===== src/rtl/core/wilder_rsi_stream_top_assert.svh =====
// assertion macros shared by wrsi_div and wrsi_core
`ifndef WILDER_RSI_STREAM_TOP_ASSERT_SVH
`define WILDER_RSI_STREAM_TOP_ASSERT_SVH

// same-cycle implication, checked outside reset
`define WRSI_ASSERT_IMP(lbl, ante, cons) \
  lbl: assert property (@(posedge clk) disable iff (rst) (ante) |-> (cons)) \
    else $error("wrsi assertion failed");

// next-cycle implication, checked outside reset
`define WRSI_ASSERT_NXT(lbl, ante, cons) \
  lbl: assert property (@(posedge clk) disable iff (rst) (ante) |=> (cons)) \
    else $error("wrsi assertion failed");

`endif


===== src/rtl/core/wrsi_pkg.sv =====
`default_nettype none
package wrsi_pkg;

  localparam int PRICE_WIDTH = 32;
  localparam int AVG_BITS  = 48;
  localparam int DIV_W     = AVG_BITS + 1;
  localparam int PERIOD_W  = 8;
  localparam int RSI_W     = 23;
  localparam int RSI_FRAC  = 16;
  localparam int WILDER_W  = 64;
  localparam int ITER_W    = 7;
  localparam int RSI_MUL   = 100;

  localparam logic [PERIOD_W-1:0] PERIOD_RESET = 8'd14;
  localparam logic [RSI_W-1:0]    RSI_FULL     = 23'd6553600;
  localparam logic [RSI_W-1:0]    RSI_HALF     = 23'd3276800;

  typedef struct packed {
    logic              start;
    logic [ITER_W-1:0] iters;
  } div_ctrl_t;

  typedef struct packed {
    logic busy;
    logic done;
  } div_stat_t;

  typedef struct packed {
    logic             emit;
    logic [RSI_W-1:0] value;
  } rsi_out_t;

endpackage
`default_nettype wire


===== src/rtl/core/wrsi_if.sv =====
`default_nettype none
interface wrsi_price_if;
  logic                             valid;
  logic                             ready;
  logic [wrsi_pkg::PRICE_WIDTH-1:0] price;
  logic                             restart;

  modport source (output valid, output price, output restart, input ready);
  modport sink (input valid, input price, input restart, output ready);
endinterface

interface wrsi_rsi_if;
  logic                           valid;
  logic                           ready;
  logic [wrsi_pkg::RSI_W-1:0]     rsi_value;

  modport source (output valid, output rsi_value, input ready);
  modport sink (input valid, input rsi_value, output ready);
endinterface

interface wrsi_cfg_if;
  logic                           valid;
  logic                           ready;
  logic [wrsi_pkg::PERIOD_W-1:0]  period;

  modport source (output valid, output period, input ready);
  modport sink (input valid, input period, output ready);
endinterface
`default_nettype wire


===== src/rtl/core/wilder_rsi_stream_top.sv =====
// wilder rsi over a stream of unsigned q24.8 prices
// channels: samples (price, restart) in, rsi (rsi_value, q7.16) out, cfg
// (period) writes the smoothing length; cfg is always ready. the user must
// see that cfg is written only while the block is idle; the block itself
// does not enforce this. period zero acts as one. one item at a time:
// samples.ready is high only while the sequencer idles. a first price, a
// restart price or a warm-up price gives no transaction. the price that
// completes the warm-up runs two scaling divisions of D quotient bits each,
// D = max(64, 48+AVG_FRAC_BITS). a later price runs two smoothing divisions
// and, unless both averages are zero, one 23-step ratio division on the
// single shared restoring divider, one quotient bit per cycle.
// the result goes to an output register; the next price is taken while it
// waits. if the receiver stalls with that register full, the next result
// holds in the sequencer until the register frees.
// reset (rst, synchronous) sets period to 14 and clears the series; no
// memory clearing pass is needed.
`default_nettype none
module wilder_rsi_stream_top #(
  parameter int AVG_FRAC_BITS = 16
) (
  input  wire                  clk,
  input  wire                  rst,
  wrsi_price_if.sink           samples,
  wrsi_rsi_if.source           rsi,
  wrsi_cfg_if.sink             cfg
);

  logic [wrsi_pkg::PERIOD_W-1:0]  period;
  logic [wrsi_pkg::PERIOD_W-1:0]  period_eff;
  logic                           out_valid;
  logic [wrsi_pkg::RSI_W-1:0]     out_value;
  logic                           out_free;
  logic                           core_ready;
  wrsi_pkg::rsi_out_t             core_out;

  always_ff @(posedge clk) begin
    if (rst) begin
      period <= wrsi_pkg::PERIOD_RESET;
    end else if (cfg.valid) begin
      period <= cfg.period;
    end
  end

  assign cfg.ready  = 1'b1;
  assign period_eff = (period == '0) ? wrsi_pkg::PERIOD_W'(1) : period;

  // output register
  assign out_free = !out_valid || rsi.ready;

  always_ff @(posedge clk) begin
    if (rst) begin
      out_valid <= 1'b0;
    end else if (core_out.emit) begin
      out_valid <= 1'b1;
    end else if (rsi.ready) begin
      out_valid <= 1'b0;
    end
  end

  always_ff @(posedge clk) begin
    if (core_out.emit) begin
      out_value <= core_out.value;
    end
  end

  assign rsi.valid     = out_valid;
  assign rsi.rsi_value = out_value;
  assign samples.ready = core_ready;

  wrsi_core #(
    .PRICE_WIDTH   (wrsi_pkg::PRICE_WIDTH),
    .AVG_FRAC_BITS (AVG_FRAC_BITS)
  ) u_core (
    .clk        (clk),
    .rst        (rst),
    .period     (period_eff),
    .in_valid   (samples.valid),
    .in_price   (samples.price),
    .in_restart (samples.restart),
    .in_ready   (core_ready),
    .out_free   (out_free),
    .out        (core_out)
  );

endmodule
`default_nettype wire


===== src/rtl/core/wrsi_div.sv =====
`default_nettype none
module wrsi_div #(
  parameter int DW = 64
) (
  input  wire                          clk,
  input  wire                          rst,
  input  wire wrsi_pkg::div_ctrl_t     ctrl,
  input  wire [DW-1:0]                 dividend,
  input  wire [wrsi_pkg::DIV_W-1:0]    divisor,
  input  wire [wrsi_pkg::DIV_W-1:0]    rem_init,
  output wrsi_pkg::div_stat_t          stat,
  output logic [DW-1:0]                quotient
);

  logic [DW-1:0]                 dreg;
  logic [wrsi_pkg::DIV_W-1:0]    rem;
  logic [wrsi_pkg::DIV_W-1:0]    dsr;
  logic [wrsi_pkg::ITER_W-1:0]   cnt;
  logic                          busy;
  logic                          done;
  logic [wrsi_pkg::DIV_W:0]      shifted;
  logic                          fits;

  assign shifted = {rem, dreg[DW-1]};
  assign fits    = shifted >= {1'b0, dsr};

  always_ff @(posedge clk) begin
    if (rst) begin
      busy <= 1'b0;
      done <= 1'b0;
      cnt  <= '0;
    end else begin
      done <= 1'b0;
      if (ctrl.start) begin
        busy <= 1'b1;
        cnt  <= ctrl.iters;
        dreg <= dividend;
        rem  <= rem_init;
        dsr  <= divisor;
      end else if (busy) begin
        if (fits) begin
          rem <= wrsi_pkg::DIV_W'(shifted - {1'b0, dsr});
        end else begin
          rem <= shifted[wrsi_pkg::DIV_W-1:0];
        end
        dreg <= {dreg[DW-2:0], fits};
        cnt  <= cnt - wrsi_pkg::ITER_W'(1);
        if (cnt == wrsi_pkg::ITER_W'(1)) begin
          busy <= 1'b0;
          done <= 1'b1;
        end
      end
    end
  end

  assign stat.busy = busy;
  assign stat.done = done;
  assign quotient  = dreg;

`include "wilder_rsi_stream_top_assert.svh"

  `WRSI_ASSERT_IMP(a_start_idle, ctrl.start, !busy)
  `WRSI_ASSERT_IMP(a_rem_below, busy, rem < dsr)
  `WRSI_ASSERT_IMP(a_done_free, done, !busy)

endmodule
`default_nettype wire


===== src/rtl/core/wrsi_core.sv =====
`default_nettype none
module wrsi_core #(
  parameter int PRICE_WIDTH   = 32,
  parameter int AVG_FRAC_BITS = 16
) (
  input  wire                             clk,
  input  wire                             rst,
  input  wire [wrsi_pkg::PERIOD_W-1:0]    period,
  input  wire                             in_valid,
  input  wire [PRICE_WIDTH-1:0]           in_price,
  input  wire                             in_restart,
  output logic                            in_ready,
  input  wire                             out_free,
  output wrsi_pkg::rsi_out_t              out
);

  localparam int AB = wrsi_pkg::AVG_BITS;
  localparam int SW = AB + AVG_FRAC_BITS;
  localparam int DW = (SW > wrsi_pkg::WILDER_W) ? SW : wrsi_pkg::WILDER_W;
  localparam int NL = wrsi_pkg::RSI_W - wrsi_pkg::RSI_FRAC;
  localparam int NW = AB + 7;

  localparam logic [3:0] S_IDLE  = 4'd0;
  localparam logic [3:0] S_SCG   = 4'd1;
  localparam logic [3:0] S_SCG_W = 4'd2;
  localparam logic [3:0] S_SCL   = 4'd3;
  localparam logic [3:0] S_SCL_W = 4'd4;
  localparam logic [3:0] S_WG    = 4'd5;
  localparam logic [3:0] S_WG_W  = 4'd6;
  localparam logic [3:0] S_WL    = 4'd7;
  localparam logic [3:0] S_WL_W  = 4'd8;
  localparam logic [3:0] S_RSI   = 4'd9;
  localparam logic [3:0] S_RSI_W = 4'd10;
  localparam logic [3:0] S_OUT   = 4'd11;

  logic [3:0]                     state;
  logic [PRICE_WIDTH-1:0]         last_price;
  logic                           have_last;
  logic [wrsi_pkg::PERIOD_W-1:0]  change_count;
  logic [AB-1:0]                  gain_average;
  logic [AB-1:0]                  loss_average;
  logic [PRICE_WIDTH-1:0]         gain_x;
  logic [PRICE_WIDTH-1:0]         loss_x;
  logic [wrsi_pkg::RSI_W-1:0]     rsi_value;

  logic [PRICE_WIDTH-1:0]         gain;
  logic [PRICE_WIDTH-1:0]         loss;
  logic [wrsi_pkg::PERIOD_W-1:0]  count_next;
  logic [wrsi_pkg::PERIOD_W-1:0]  pm1;
  logic [AB-1:0]                  avg_sel;
  logic [PRICE_WIDTH-1:0]         x_sel;
  logic [AB+wrsi_pkg::PERIOD_W-1:0] prod;
  logic [wrsi_pkg::WILDER_W-1:0]  num;
  logic [wrsi_pkg::DIV_W-1:0]     sum_gl;
  logic [NW-1:0]                  n_mul;
  logic [wrsi_pkg::RSI_W-1:0]     q_rsi;
  logic                           div_wait;

  wrsi_pkg::div_ctrl_t            div_ctrl;
  wrsi_pkg::div_stat_t            div_stat;
  logic [DW-1:0]                  div_dividend;
  logic [wrsi_pkg::DIV_W-1:0]     div_divisor;
  logic [wrsi_pkg::DIV_W-1:0]     div_rem_init;
  logic [DW-1:0]                  div_quot;

  assign gain       = (in_price > last_price) ? in_price - last_price : '0;
  assign loss       = (in_price > last_price) ? '0 : last_price - in_price;
  assign count_next = change_count + wrsi_pkg::PERIOD_W'(1);
  assign pm1        = period - wrsi_pkg::PERIOD_W'(1);

  // wilder numerator, wraps at 64 bits
  assign avg_sel = (state == S_WG) ? gain_average : loss_average;
  assign x_sel   = (state == S_WG) ? gain_x : loss_x;
  assign prod    = (AB+wrsi_pkg::PERIOD_W)'(avg_sel) * (AB+wrsi_pkg::PERIOD_W)'(pm1);
  assign num     = wrsi_pkg::WILDER_W'(prod)
                 + wrsi_pkg::WILDER_W'({x_sel, {AVG_FRAC_BITS{1'b0}}});

  assign sum_gl = {1'b0, gain_average} + {1'b0, loss_average};
  assign n_mul  = NW'(gain_average) * NW'(wrsi_pkg::RSI_MUL);
  assign q_rsi  = div_quot[wrsi_pkg::RSI_W-1:0];

  assign div_wait = (state == S_SCG_W) || (state == S_SCL_W) || (state == S_WG_W)
                 || (state == S_WL_W) || (state == S_RSI_W);

  always_comb begin
    div_ctrl.start = 1'b0;
    div_ctrl.iters = wrsi_pkg::ITER_W'(DW);
    div_dividend   = '0;
    div_divisor    = wrsi_pkg::DIV_W'(period);
    div_rem_init   = '0;
    unique case (state) inside
      S_SCG: begin
        div_ctrl.start = 1'b1;
        div_dividend   = DW'({gain_average, {AVG_FRAC_BITS{1'b0}}});
      end
      S_SCL: begin
        div_ctrl.start = 1'b1;
        div_dividend   = DW'({loss_average, {AVG_FRAC_BITS{1'b0}}});
      end
      S_WG, S_WL: begin
        div_ctrl.start = 1'b1;
        div_dividend   = DW'(num);
      end
      S_RSI: begin
        // quotient fits in the rsi width, so start from the top partial remainder
        div_ctrl.start = sum_gl != '0;
        div_ctrl.iters = wrsi_pkg::ITER_W'(wrsi_pkg::RSI_W);
        div_dividend   = {n_mul[NL-1:0], {(DW-NL){1'b0}}};
        div_divisor    = sum_gl;
        div_rem_init   = wrsi_pkg::DIV_W'(n_mul[NW-1:NL]);
      end
      default: begin
      end
    endcase
  end

  always_ff @(posedge clk) begin
    if (rst) begin
      state        <= S_IDLE;
      have_last    <= 1'b0;
      change_count <= '0;
      gain_average <= '0;
      loss_average <= '0;
    end else begin
      unique case (state)
        S_IDLE: begin
          if (in_valid) begin
            last_price <= in_price;
            if (in_restart || !have_last) begin
              have_last    <= 1'b1;
              change_count <= '0;
              gain_average <= '0;
              loss_average <= '0;
            end else if (change_count < period) begin
              gain_average <= gain_average + AB'(gain);
              loss_average <= loss_average + AB'(loss);
              change_count <= count_next;
              if (count_next == period) begin
                state <= S_SCG;
              end
            end else begin
              gain_x <= gain;
              loss_x <= loss;
              state  <= S_WG;
            end
          end
        end
        S_SCG: state <= S_SCG_W;
        S_SCG_W: begin
          if (div_stat.done) begin
            gain_average <= div_quot[AB-1:0];
            state        <= S_SCL;
          end
        end
        S_SCL: state <= S_SCL_W;
        S_SCL_W: begin
          if (div_stat.done) begin
            loss_average <= div_quot[AB-1:0];
            state        <= S_IDLE;
          end
        end
        S_WG: state <= S_WG_W;
        S_WG_W: begin
          if (div_stat.done) begin
            gain_average <= div_quot[AB-1:0];
            state        <= S_WL;
          end
        end
        S_WL: state <= S_WL_W;
        S_WL_W: begin
          if (div_stat.done) begin
            loss_average <= div_quot[AB-1:0];
            state        <= S_RSI;
          end
        end
        S_RSI: begin
          if (sum_gl == '0) begin
            rsi_value <= wrsi_pkg::RSI_HALF;
            state     <= S_OUT;
          end else begin
            state <= S_RSI_W;
          end
        end
        S_RSI_W: begin
          if (div_stat.done) begin
            rsi_value <= (q_rsi > wrsi_pkg::RSI_FULL) ? wrsi_pkg::RSI_FULL : q_rsi;
            state     <= S_OUT;
          end
        end
        S_OUT: begin
          if (out_free) begin
            state <= S_IDLE;
          end
        end
        default: state <= S_IDLE;
      endcase
    end
  end

  assign in_ready  = state == S_IDLE;
  assign out.emit  = (state == S_OUT) && out_free;
  assign out.value = rsi_value;

  wrsi_div #(
    .DW (DW)
  ) u_div (
    .clk      (clk),
    .rst      (rst),
    .ctrl     (div_ctrl),
    .dividend (div_dividend),
    .divisor  (div_divisor),
    .rem_init (div_rem_init),
    .stat     (div_stat),
    .quotient (div_quot)
  );

`include "wilder_rsi_stream_top_assert.svh"

  `WRSI_ASSERT_IMP(a_done_waits, div_stat.done, div_wait)
  `WRSI_ASSERT_IMP(a_idle_div_free, state == S_IDLE, !div_stat.busy)
  `WRSI_ASSERT_IMP(a_count_series, !have_last, change_count == '0)

endmodule
`default_nettype wire


===== src/flat_wrapper.sv =====
// flat-port wrapper written by rule: the top's interface ports become plain ports
module wilder_rsi_stream_top_flat 
#(
  parameter int AVG_FRAC_BITS = 16
)
  (clk, rst, samples_valid, samples_price, samples_restart, samples_ready, rsi_valid, rsi_rsi_value, rsi_ready, cfg_valid, cfg_period, cfg_ready);
  wrsi_price_if samples_i ();
  wrsi_rsi_if rsi_i ();
  wrsi_cfg_if cfg_i ();
  input  wire clk;
  input  wire rst;
  input wire logic [$bits(samples_i.valid)-1:0] samples_valid;
  input wire logic [$bits(samples_i.price)-1:0] samples_price;
  input wire logic [$bits(samples_i.restart)-1:0] samples_restart;
  output wire logic [$bits(samples_i.ready)-1:0] samples_ready;
  output wire logic [$bits(rsi_i.valid)-1:0] rsi_valid;
  output wire logic [$bits(rsi_i.rsi_value)-1:0] rsi_rsi_value;
  input wire logic [$bits(rsi_i.ready)-1:0] rsi_ready;
  input wire logic [$bits(cfg_i.valid)-1:0] cfg_valid;
  input wire logic [$bits(cfg_i.period)-1:0] cfg_period;
  output wire logic [$bits(cfg_i.ready)-1:0] cfg_ready;
  assign samples_i.valid = samples_valid;
  assign samples_i.price = samples_price;
  assign samples_i.restart = samples_restart;
  assign samples_ready = samples_i.ready;
  assign rsi_valid = rsi_i.valid;
  assign rsi_rsi_value = rsi_i.rsi_value;
  assign rsi_i.ready = rsi_ready;
  assign cfg_i.valid = cfg_valid;
  assign cfg_i.period = cfg_period;
  assign cfg_ready = cfg_i.ready;
  wilder_rsi_stream_top #(.AVG_FRAC_BITS(AVG_FRAC_BITS)) u_core (.clk(clk), .rst(rst), .samples(samples_i), .rsi(rsi_i), .cfg(cfg_i));
endmodule

===== config.mk =====
export PLATFORM = sky130hd
export DESIGN_NAME = wilder_rsi_stream_top_flat
export DESIGN_NICKNAME = d
export VERILOG_FILES = /design/src/rtl/core/wrsi_pkg.sv /design/src/rtl/core/wrsi_if.sv /design/src/rtl/core/wilder_rsi_stream_top.sv /design/src/rtl/core/wrsi_div.sv /design/src/rtl/core/wrsi_core.sv /design/src/flat_wrapper.sv
export VERILOG_INCLUDE_DIRS = /design/src /design/src/rtl/core
export SDC_FILE = /design/constraint.sdc
export NUM_CORES = 2
export LEC_CHECK = 0
export ABC_CLOCK_PERIOD_IN_PS = 11950
export BUFFER_PORTS_ARGS = -buffer_cell sky130_fd_sc_hd__buf_4
export CORE_MARGIN = 5
export CORE_UTILIZATION = 30
export DETAILED_ROUTE_END_ITERATION = 7
export HOLD_SLACK_MARGIN = 0.15
export MAX_ROUTING_LAYER = met4
export PLACE_DENSITY_LB_ADDON = 0.2
export RECOVER_POWER = 25
export SLEW_MARGIN = 20
export SYNTH_ARGS = -nofsm -noshare
export SYNTH_HDL_FRONTEND = slang
export SYNTH_HIERARCHICAL = 1
export SYNTH_SLANG_ARGS = --single-unit

===== constraint.sdc =====
create_clock -name clk -period 11.95 [get_ports clk]
set_input_delay 0.5975 -clock clk [delete_from_list [all_inputs] [get_ports clk]]
set_output_delay 0.5975 -clock clk [all_outputs]
set_load 0.1 [all_outputs]

======== Word level (Yosys, flattened, before mapping) ========
Cells that the tools add are included.
operators by class
  bitwise gates (word level) .............. 4
  order comparisons ....................... 4
  muxes and demuxes ....................... 50
  reduce and logical (&&, ||, !) cells .... 30
  equal/unequal tests ..................... 26
  multiply operators ...................... 2
  add/subtract/negate cells ............... 10
operators with widths
  operator               number
  $mux 48                9
  $pmux 64 s4            1
  $pmux 48 s2            2
  $mux 49                3
  $mux 64                2
  $add 48x32->48         2
  $mux 32                3
  $mux 23                3
  $sub 32x32->32         2
  $add 56x48->57         1
  $mul 48x8->56          1
  $mul 48x5->53 const B  1
  $ge 50x49->1           1
  $add 48x48->49         1
  $logic_not 49->1       1
  $reduce_bool 49->1     1
  $sub 49x49->49         1
  $pmux 4 s12            1
  $pmux 23 s2            1
  $mux 4                 10
  $gt 32x32->1           1
  $mux 8                 4
  $gt 23x23->1 const B   1
  $mux 7                 3
  31 further kinds       70
word-level totals
  output and inout port bits .............. 26
  input port bits ......................... 46
  logic and storage cells ................. 145
  register bits ........................... 431

======== Longest topological paths before layout ========
  word-level depth ........................ 8
  mapped depth ............................ 30
  gate-level depth less buffers ........... 28

======== Modules after synthesis ========
The synthesis kept the hierarchy.
by module, submodules not included
  module                 cells each  seq. area each (um2)  instances  area each (um2)
  wrsi_core              5033        5755.5                1          40163.5
  wrsi_div               943         5044.8                1          10069.7
  wilder_rsi_stream_top  65          870.8                 1          1078.5

======== Worst setup path after synthesis ========
OpenSTA, ideal clock, no wires.
  kind .................................... reg-to-reg
  start ................................... reg u_core.u_core.gain_average[10]
  end ..................................... reg u_core.u_core.u_div.dreg[0], in the netlist u_core/u_core/u_div/quotient[0] (enable)
  path slack .............................. 3282 ps
  arrival ................................. 8081 ps
  period minus slack after synthesis ...... 8668 ps
  library setup time ...................... 587 ps
  data required time ...................... 11363 ps
  path buffers ............................ 2
  cell stages (with the launch flop) ...... 17
  path through ............................ dfxtp_1 > ha_1 > buf_6 > a211o_1 > a2111oi_2 > o31ai_1 > a311oi_2 > a21boi_1 > a31oi_1 > o21ai_0 > xnor2_1 > nand4_1 > o31ai_1 > a21boi_1 > buf_1 > nor2_1 > nor2_1
RTL lines
  element                   line              RTL
  start: declaration        wrsi_core.sv:40   logic [AB-1:0] gain_average;
  start signal: assignment  wrsi_core.sv:135  gain_average <= gain_average + AB'(gain);
  start signal: assignment  wrsi_core.sv:151  gain_average <= div_quot[AB-1:0];
  start signal: assignment  wrsi_core.sv:165  gain_average <= div_quot[AB-1:0];
  end signal: assignment    wrsi_div.sv:37    dreg <= dividend;
  end signal: assignment    wrsi_div.sv:46    dreg <= {dreg[DW-2:0], fits};
  end: declaration          wrsi_div.sv:15    logic [DW-1:0] dreg;

======== Worst setup path in the final report ========
  start ................................... reg u_core.u_core.state[2]
  end ..................................... reg u_core.u_core.u_div.dreg[52], in the netlist u_core/u_core/u_div/quotient[52] (data pin)
on the way
  cells in the longest elaborated chain, start to end .. 6
  elaborated cells between the ends (all ways) .. 14
  those cells by class .................... 1 x add/sub; 1 x mul; 5 x eq/ne; 5 x mux; 2 x reduce/logical
ends and longest elaborated chain
  element                             line                              RTL
  start: declaration                  wrsi_core.sv:36                   logic [3:0] state;
  start signal: assignment            wrsi_core.sv:119                  state <= S_IDLE;
  start signal: assignment            wrsi_core.sv:139                  state <= S_SCG;
  start signal: assignment            wrsi_core.sv:144                  state <= S_WG;
  $eq 4x3->1                          wrsi_core.sv:72, wrsi_core.sv:73
  $mux 48                             wrsi_core.sv:72                   assign avg_sel = (state == S_WG) ? gain_average : loss_average;
  $mul 48x8->56                       wrsi_core.sv:74                   assign prod = (AB+wrsi_pkg::PERIOD_W)'(avg_sel) * (AB+wrsi_pkg::PERIOD_W)'(pm1);
  $add 56x48->57                      wrsi_core.sv:76                   + wrsi_pkg::WILDER_W'({x_sel, {AVG_FRAC_BITS{1'b0}}});
  $pmux 64 s4 (*)                     wrsi_core.sv:91                   unique case (state) inside
  net u_core.u_core.div_dividend[52]  wrsi_core.sv:61                   logic [DW-1:0] div_dividend;
  $mux 64 (*)                         wrsi_div.sv:34                    if (ctrl.start) begin
The timed path passes the listed nets; every way through them passes the cells marked *.
A chain may end at the register's enable or synchronous reset.

==> load_flow_metrics.sql <==
INSERT INTO impl_metrics (metric_group, metric, value, unit) VALUES
('run_status', 'run_status', 'finished with violations', ''),
('run_status', 'violated_checks', 'capacitance limit, slew limit', ''),
('finish', 'num-nets-final', '6917', ''),
('cts', 'cts_buffer_depth', '3', ''),
('sta', 'min_period', '10.14', 'ns'),
('placed_design', 'placed_cells_incl_taps', '8156', ''),
('cts', 'insertion_delay', '0.71', 'ns'),
('hold_path', 'path_class_of_the_lowest_slack_min_delay_path', 'in2reg', ''),
('route', 'vias_per_cell', '5.26', ''),
('route', 'routed-via-count', '43700', ''),
('floorplan', 'top_level_ports', '72', ''),
('cts', 'clock_tree_root', 'sky130_fd_sc_hd__clkbuf_16', ''),
('cts', 'ctsHtreeMaxLevel', '2', ''),
('floorplan', 'dieArea', '0.179', 'sq mm'),
('worst_setup_path', 'cp-end-kind', 'flip-flop', ''),
('placed_design', 'io_buffer_count', '70', ''),
('sta', 'report.final.slew_viol_count', '215', ''),
('synthesis', 'avgSynthCellArea', '8.49', 'sq um'),
('global_routing', 'global_route.overflow_total', '0', ''),
('global_routing', 'initial_antenna_violation_count', '2', ''),
('hold_path', 'hold_path_startpoint', 'cfg_valid', ''),
('global_routing', 'grt_first_pass_wirelength', '277000', 'um'),
('floorplan', 'fp.dieW', '424', 'um'),
('worst_setup_path', 'path_class', 'reg2reg', ''),
('placed_design', 'gpl.final_weighted_congestion', '0.948', ''),
('synthesis', 'synth_warnings', '6', ''),
('cts', 'post_cts_resized', '0', ''),
('floorplan', 'floorplan.core_area', '0.170', 'sq mm'),
('finish', 'post_route_cells_drive_above_1_share', '7.16', '%'),
('cts', 'cts_setup_buffers', '0', ''),
('sta', 'timing.final.setup_violations', '0', ''),
('route', 'remaining_drc_errors', '0', ''),
('sta', 'worst_slew_margin_rel', '-114', '%'),
('synthesis', 'synthCells', '6040', ''),
('sta', 'rsz0062_at_grt', 'false', ''),
('worst_setup_path', 'worst-r2r-setup-slack', '1.81', 'ns'),
('power', 'worst_ir_drop_vdd', '0.128', 'mV'),
('global_routing', 'grt_use_total', '20.5', '%'),
('sta', 'maxClockFrequency', '0.0986', 'GHz'),
('cts', 'cts_tree', 'yes', ''),
('finish', 'syn2layout_area_growth', '10.2', '%'),
('route', 'drt_iter0_drc', '3324', ''),
('power', 'power_leakage', '24.4', 'nW'),
('finish', 'final_cell_count_without_fillers', '8307', ''),
('synthesis', 'synth.cell_area', '0.0513', 'sq mm'),
('hold_path', 'hold_depth', '2', ''),
('cts', 'worst_setup_hold_path_clk_slew', '0.07', 'ns'),
('worst_setup_path', 'endpoint_of_the_worst_slack_reg_to_reg_timing_path', 'u_core/u_core/u_div/quotient[52]$_DFFE_PP_', ''),
('cts', 'tritoncts_num_sinks', '431', ''),
('route', 'dr.pass1.iters', '6', ''),
('cts', 'tritoncts.num_buffers', '57', ''),
('worst_setup_path', 'data_required_critical_path', '12.39', 'ns'),
('sta', 'timing.clock.skew', '0.0603', 'ns'),
('sta', 'timing_hold_violations_final', '0', ''),
('floorplan', 'chipHeight', '424', 'um'),
('route', 'detail_route.wirelength', '182000', 'um'),
('worst_setup_path', 'r2r_cells', '25', ''),
('sta', 'final.hold.worst_slack', '0.248', 'ns'),
('worst_setup_path', 'crit_path_start_kind', 'flip-flop', ''),
('floorplan', 'initial_utilization', '30.2', '%'),
('finish', 'layout.cells.most_common_list', 'sky130_fd_sc_hd__inv_1 (830), sky130_fd_sc_hd__nor2_1 (723), sky130_fd_sc_hd__ha_1 (475)', ''),
('global_routing', 'grt_pass1_vias', '44000', ''),
('route', 'drt.antenna.violating_nets', '0', ''),
('route', 'wire_per_inst', '21.9', 'um'),
('worst_setup_path', 'endpoint_arrival_time_on_the_critical_path', '10.58', 'ns'),
('finish', 'postLayoutCoreUtil', '33.3', '%'),
('flow_run', 'drv.max_cap_violation_count', '6', ''),
('cts', 'cts-hold-fix-buffers', '40', ''),
('power', 'total_power', '5.55', 'mW'),
('worst_setup_path', 'worstPathMaxFanout', '41', ''),
('floorplan', 'row_count', '151', ''),
('sta', 'ratio_of_final_minimum_period_to_clock_period', '84.9', '%'),
('sta', 'transition_time_at_the_pin_with_the_least_slew_margin', '3.21', 'ns'),
('global_routing', 'pin_count_of_the_biggest_net_entering_global_routing', '71', ''),
('finish', 'mostFrequentLayoutCell', 'sky130_fd_sc_hd__inv_1', ''),
('worst_setup_path', 'crit-reg2reg-launch', 'u_core/u_core/state[2]$_SDFFE_PP0P_', ''),
('sta', 'summed_negative_setup_slack_over_all_endpoints', '0', 'ns'),
('placed_design', 'post-dp-hpwl', '145000', 'um'),
('power', 'cell_pwr_density', '98.2', 'mW/mm^2'),
('hold_path', 'hold-path-endpoint', 'u_core/period[1]$_SDFFE_PP1P_', '');
worst max-delay path: stages, from the launching register on:
cell and delay [ns]:
sky130_fd_sc_hd__dfxtp_1 0.56, sky130_fd_sc_hd__nor2b_1 0.63, sky130_fd_sc_hd__nor2b_4 0.49, sky130_fd_sc_hd__buf_4 0.69, sky130_fd_sc_hd__buf_4 0.66, sky130_fd_sc_hd__mux2i_1 0.91, sky130_fd_sc_hd__nor2_1 0.12, sky130_fd_sc_hd__fa_1 0.52
sky130_fd_sc_hd__inv_1 0.05, sky130_fd_sc_hd__fa_1 0.46, sky130_fd_sc_hd__fa_1 0.51, sky130_fd_sc_hd__fa_1 0.54, sky130_fd_sc_hd__inv_1 0.04, sky130_fd_sc_hd__ha_1 0.36, sky130_fd_sc_hd__a21o_1 0.19, sky130_fd_sc_hd__a21oi_1 0.25
sky130_fd_sc_hd__o21a_1 0.16, sky130_fd_sc_hd__o21ai_0 0.11, sky130_fd_sc_hd__nor4_1 0.27, sky130_fd_sc_hd__a21oi_1 0.21, sky130_fd_sc_hd__a2111oi_0 0.77, sky130_fd_sc_hd__o21ai_1 0.35, sky130_fd_sc_hd__a311oi_1 0.38, sky130_fd_sc_hd__xor2_1 0.17
sky130_fd_sc_hd__o21ai_1 0.07, sky130_fd_sc_hd__mux2_2 0.28
cell type report:
class / instances / area [sq um]
fill: 18000 / 113000
multi-input combinational: 4521 / 35600
sequential: 431 / 11700
inverter: 831 / 3120
tap: 2218 / 2780
clock buffer: 69 / 1510
timing repair buffer: 196 / 1340
clock inverter: 39 / 519
antenna: 2 / 5.00
routing by layer:
layer	track usage [%]	routed length (um)	up-vias
met2	30.5	78100	1273
met3	2.60	10300	215
met5	-	0	-
li1	-	-	20800
met1	29.3	87900	21400
met4	5.40	5730	0
registers in the layout, summed over array words and instances (netlist names), 32 cells and up:
name	flops
u_core/u_core/gain_average	48
u_core/u_core/gain_x	32
u_core/u_core/last_price	32
u_core/u_core/u_div/quotient	64
u_core/u_core/loss_average	48
u_core/u_core/loss_x	32
u_core/u_core/u_div/rem	49
u_core/u_core/u_div/dsr	49
metrics by stage:
stage	worst slack, ns	area, sq um
2_1_floorplan	3.28	51300
3_3_place_gp	2.06	54300
3_5_place_dp	1.89	54300
4_1_cts	1.78	56800
5_1_grt	1.24	56500
6_report	1.81	56500
how the worst max path moves through the flow:
| stage | from | end | cells after the start |
|---|---|---|---|
| 6_report | u_core/u_core/state[2]$_SDFFE_PP0P_ | u_core/u_core/u_div/quotient[52]$_DFFE_PP_ | 25 |
| 3_5_place_dp | u_core/u_core/state[2]$_SDFFE_PP0P_ | u_core/u_core/u_div/quotient[52]$_DFFE_PP_ | 25 |
| 2_1_floorplan | u_core/u_core/gain_average[10]$_SDFFE_PP0P_ | u_core/u_core/u_div/quotient[0]$_DFFE_PP_ | 16 |
| 4_1_cts | u_core/u_core/state[2]$_SDFFE_PP0P_ | u_core/u_core/u_div/quotient[52]$_DFFE_PP_ | 25 |
| 3_3_place_gp | u_core/u_core/state[2]$_SDFFE_PP0P_ | u_core/u_core/u_div/quotient[52]$_DFFE_PP_ | 25 |
| 5_1_grt | u_core/u_core/state[2]$_SDFFE_PP0P_ | u_core/u_core/u_div/quotient[52]$_DFFE_PP_ | 25 |
where the power goes:
part	internal [mW]	leakage (nW)	switching, mW
sequential	1.65	3.68	0.0748
clock	1.09	0.978	0.768
combinational	0.706	19.8	1.27
Note: power is estimated with default switching activity, not from simulation.
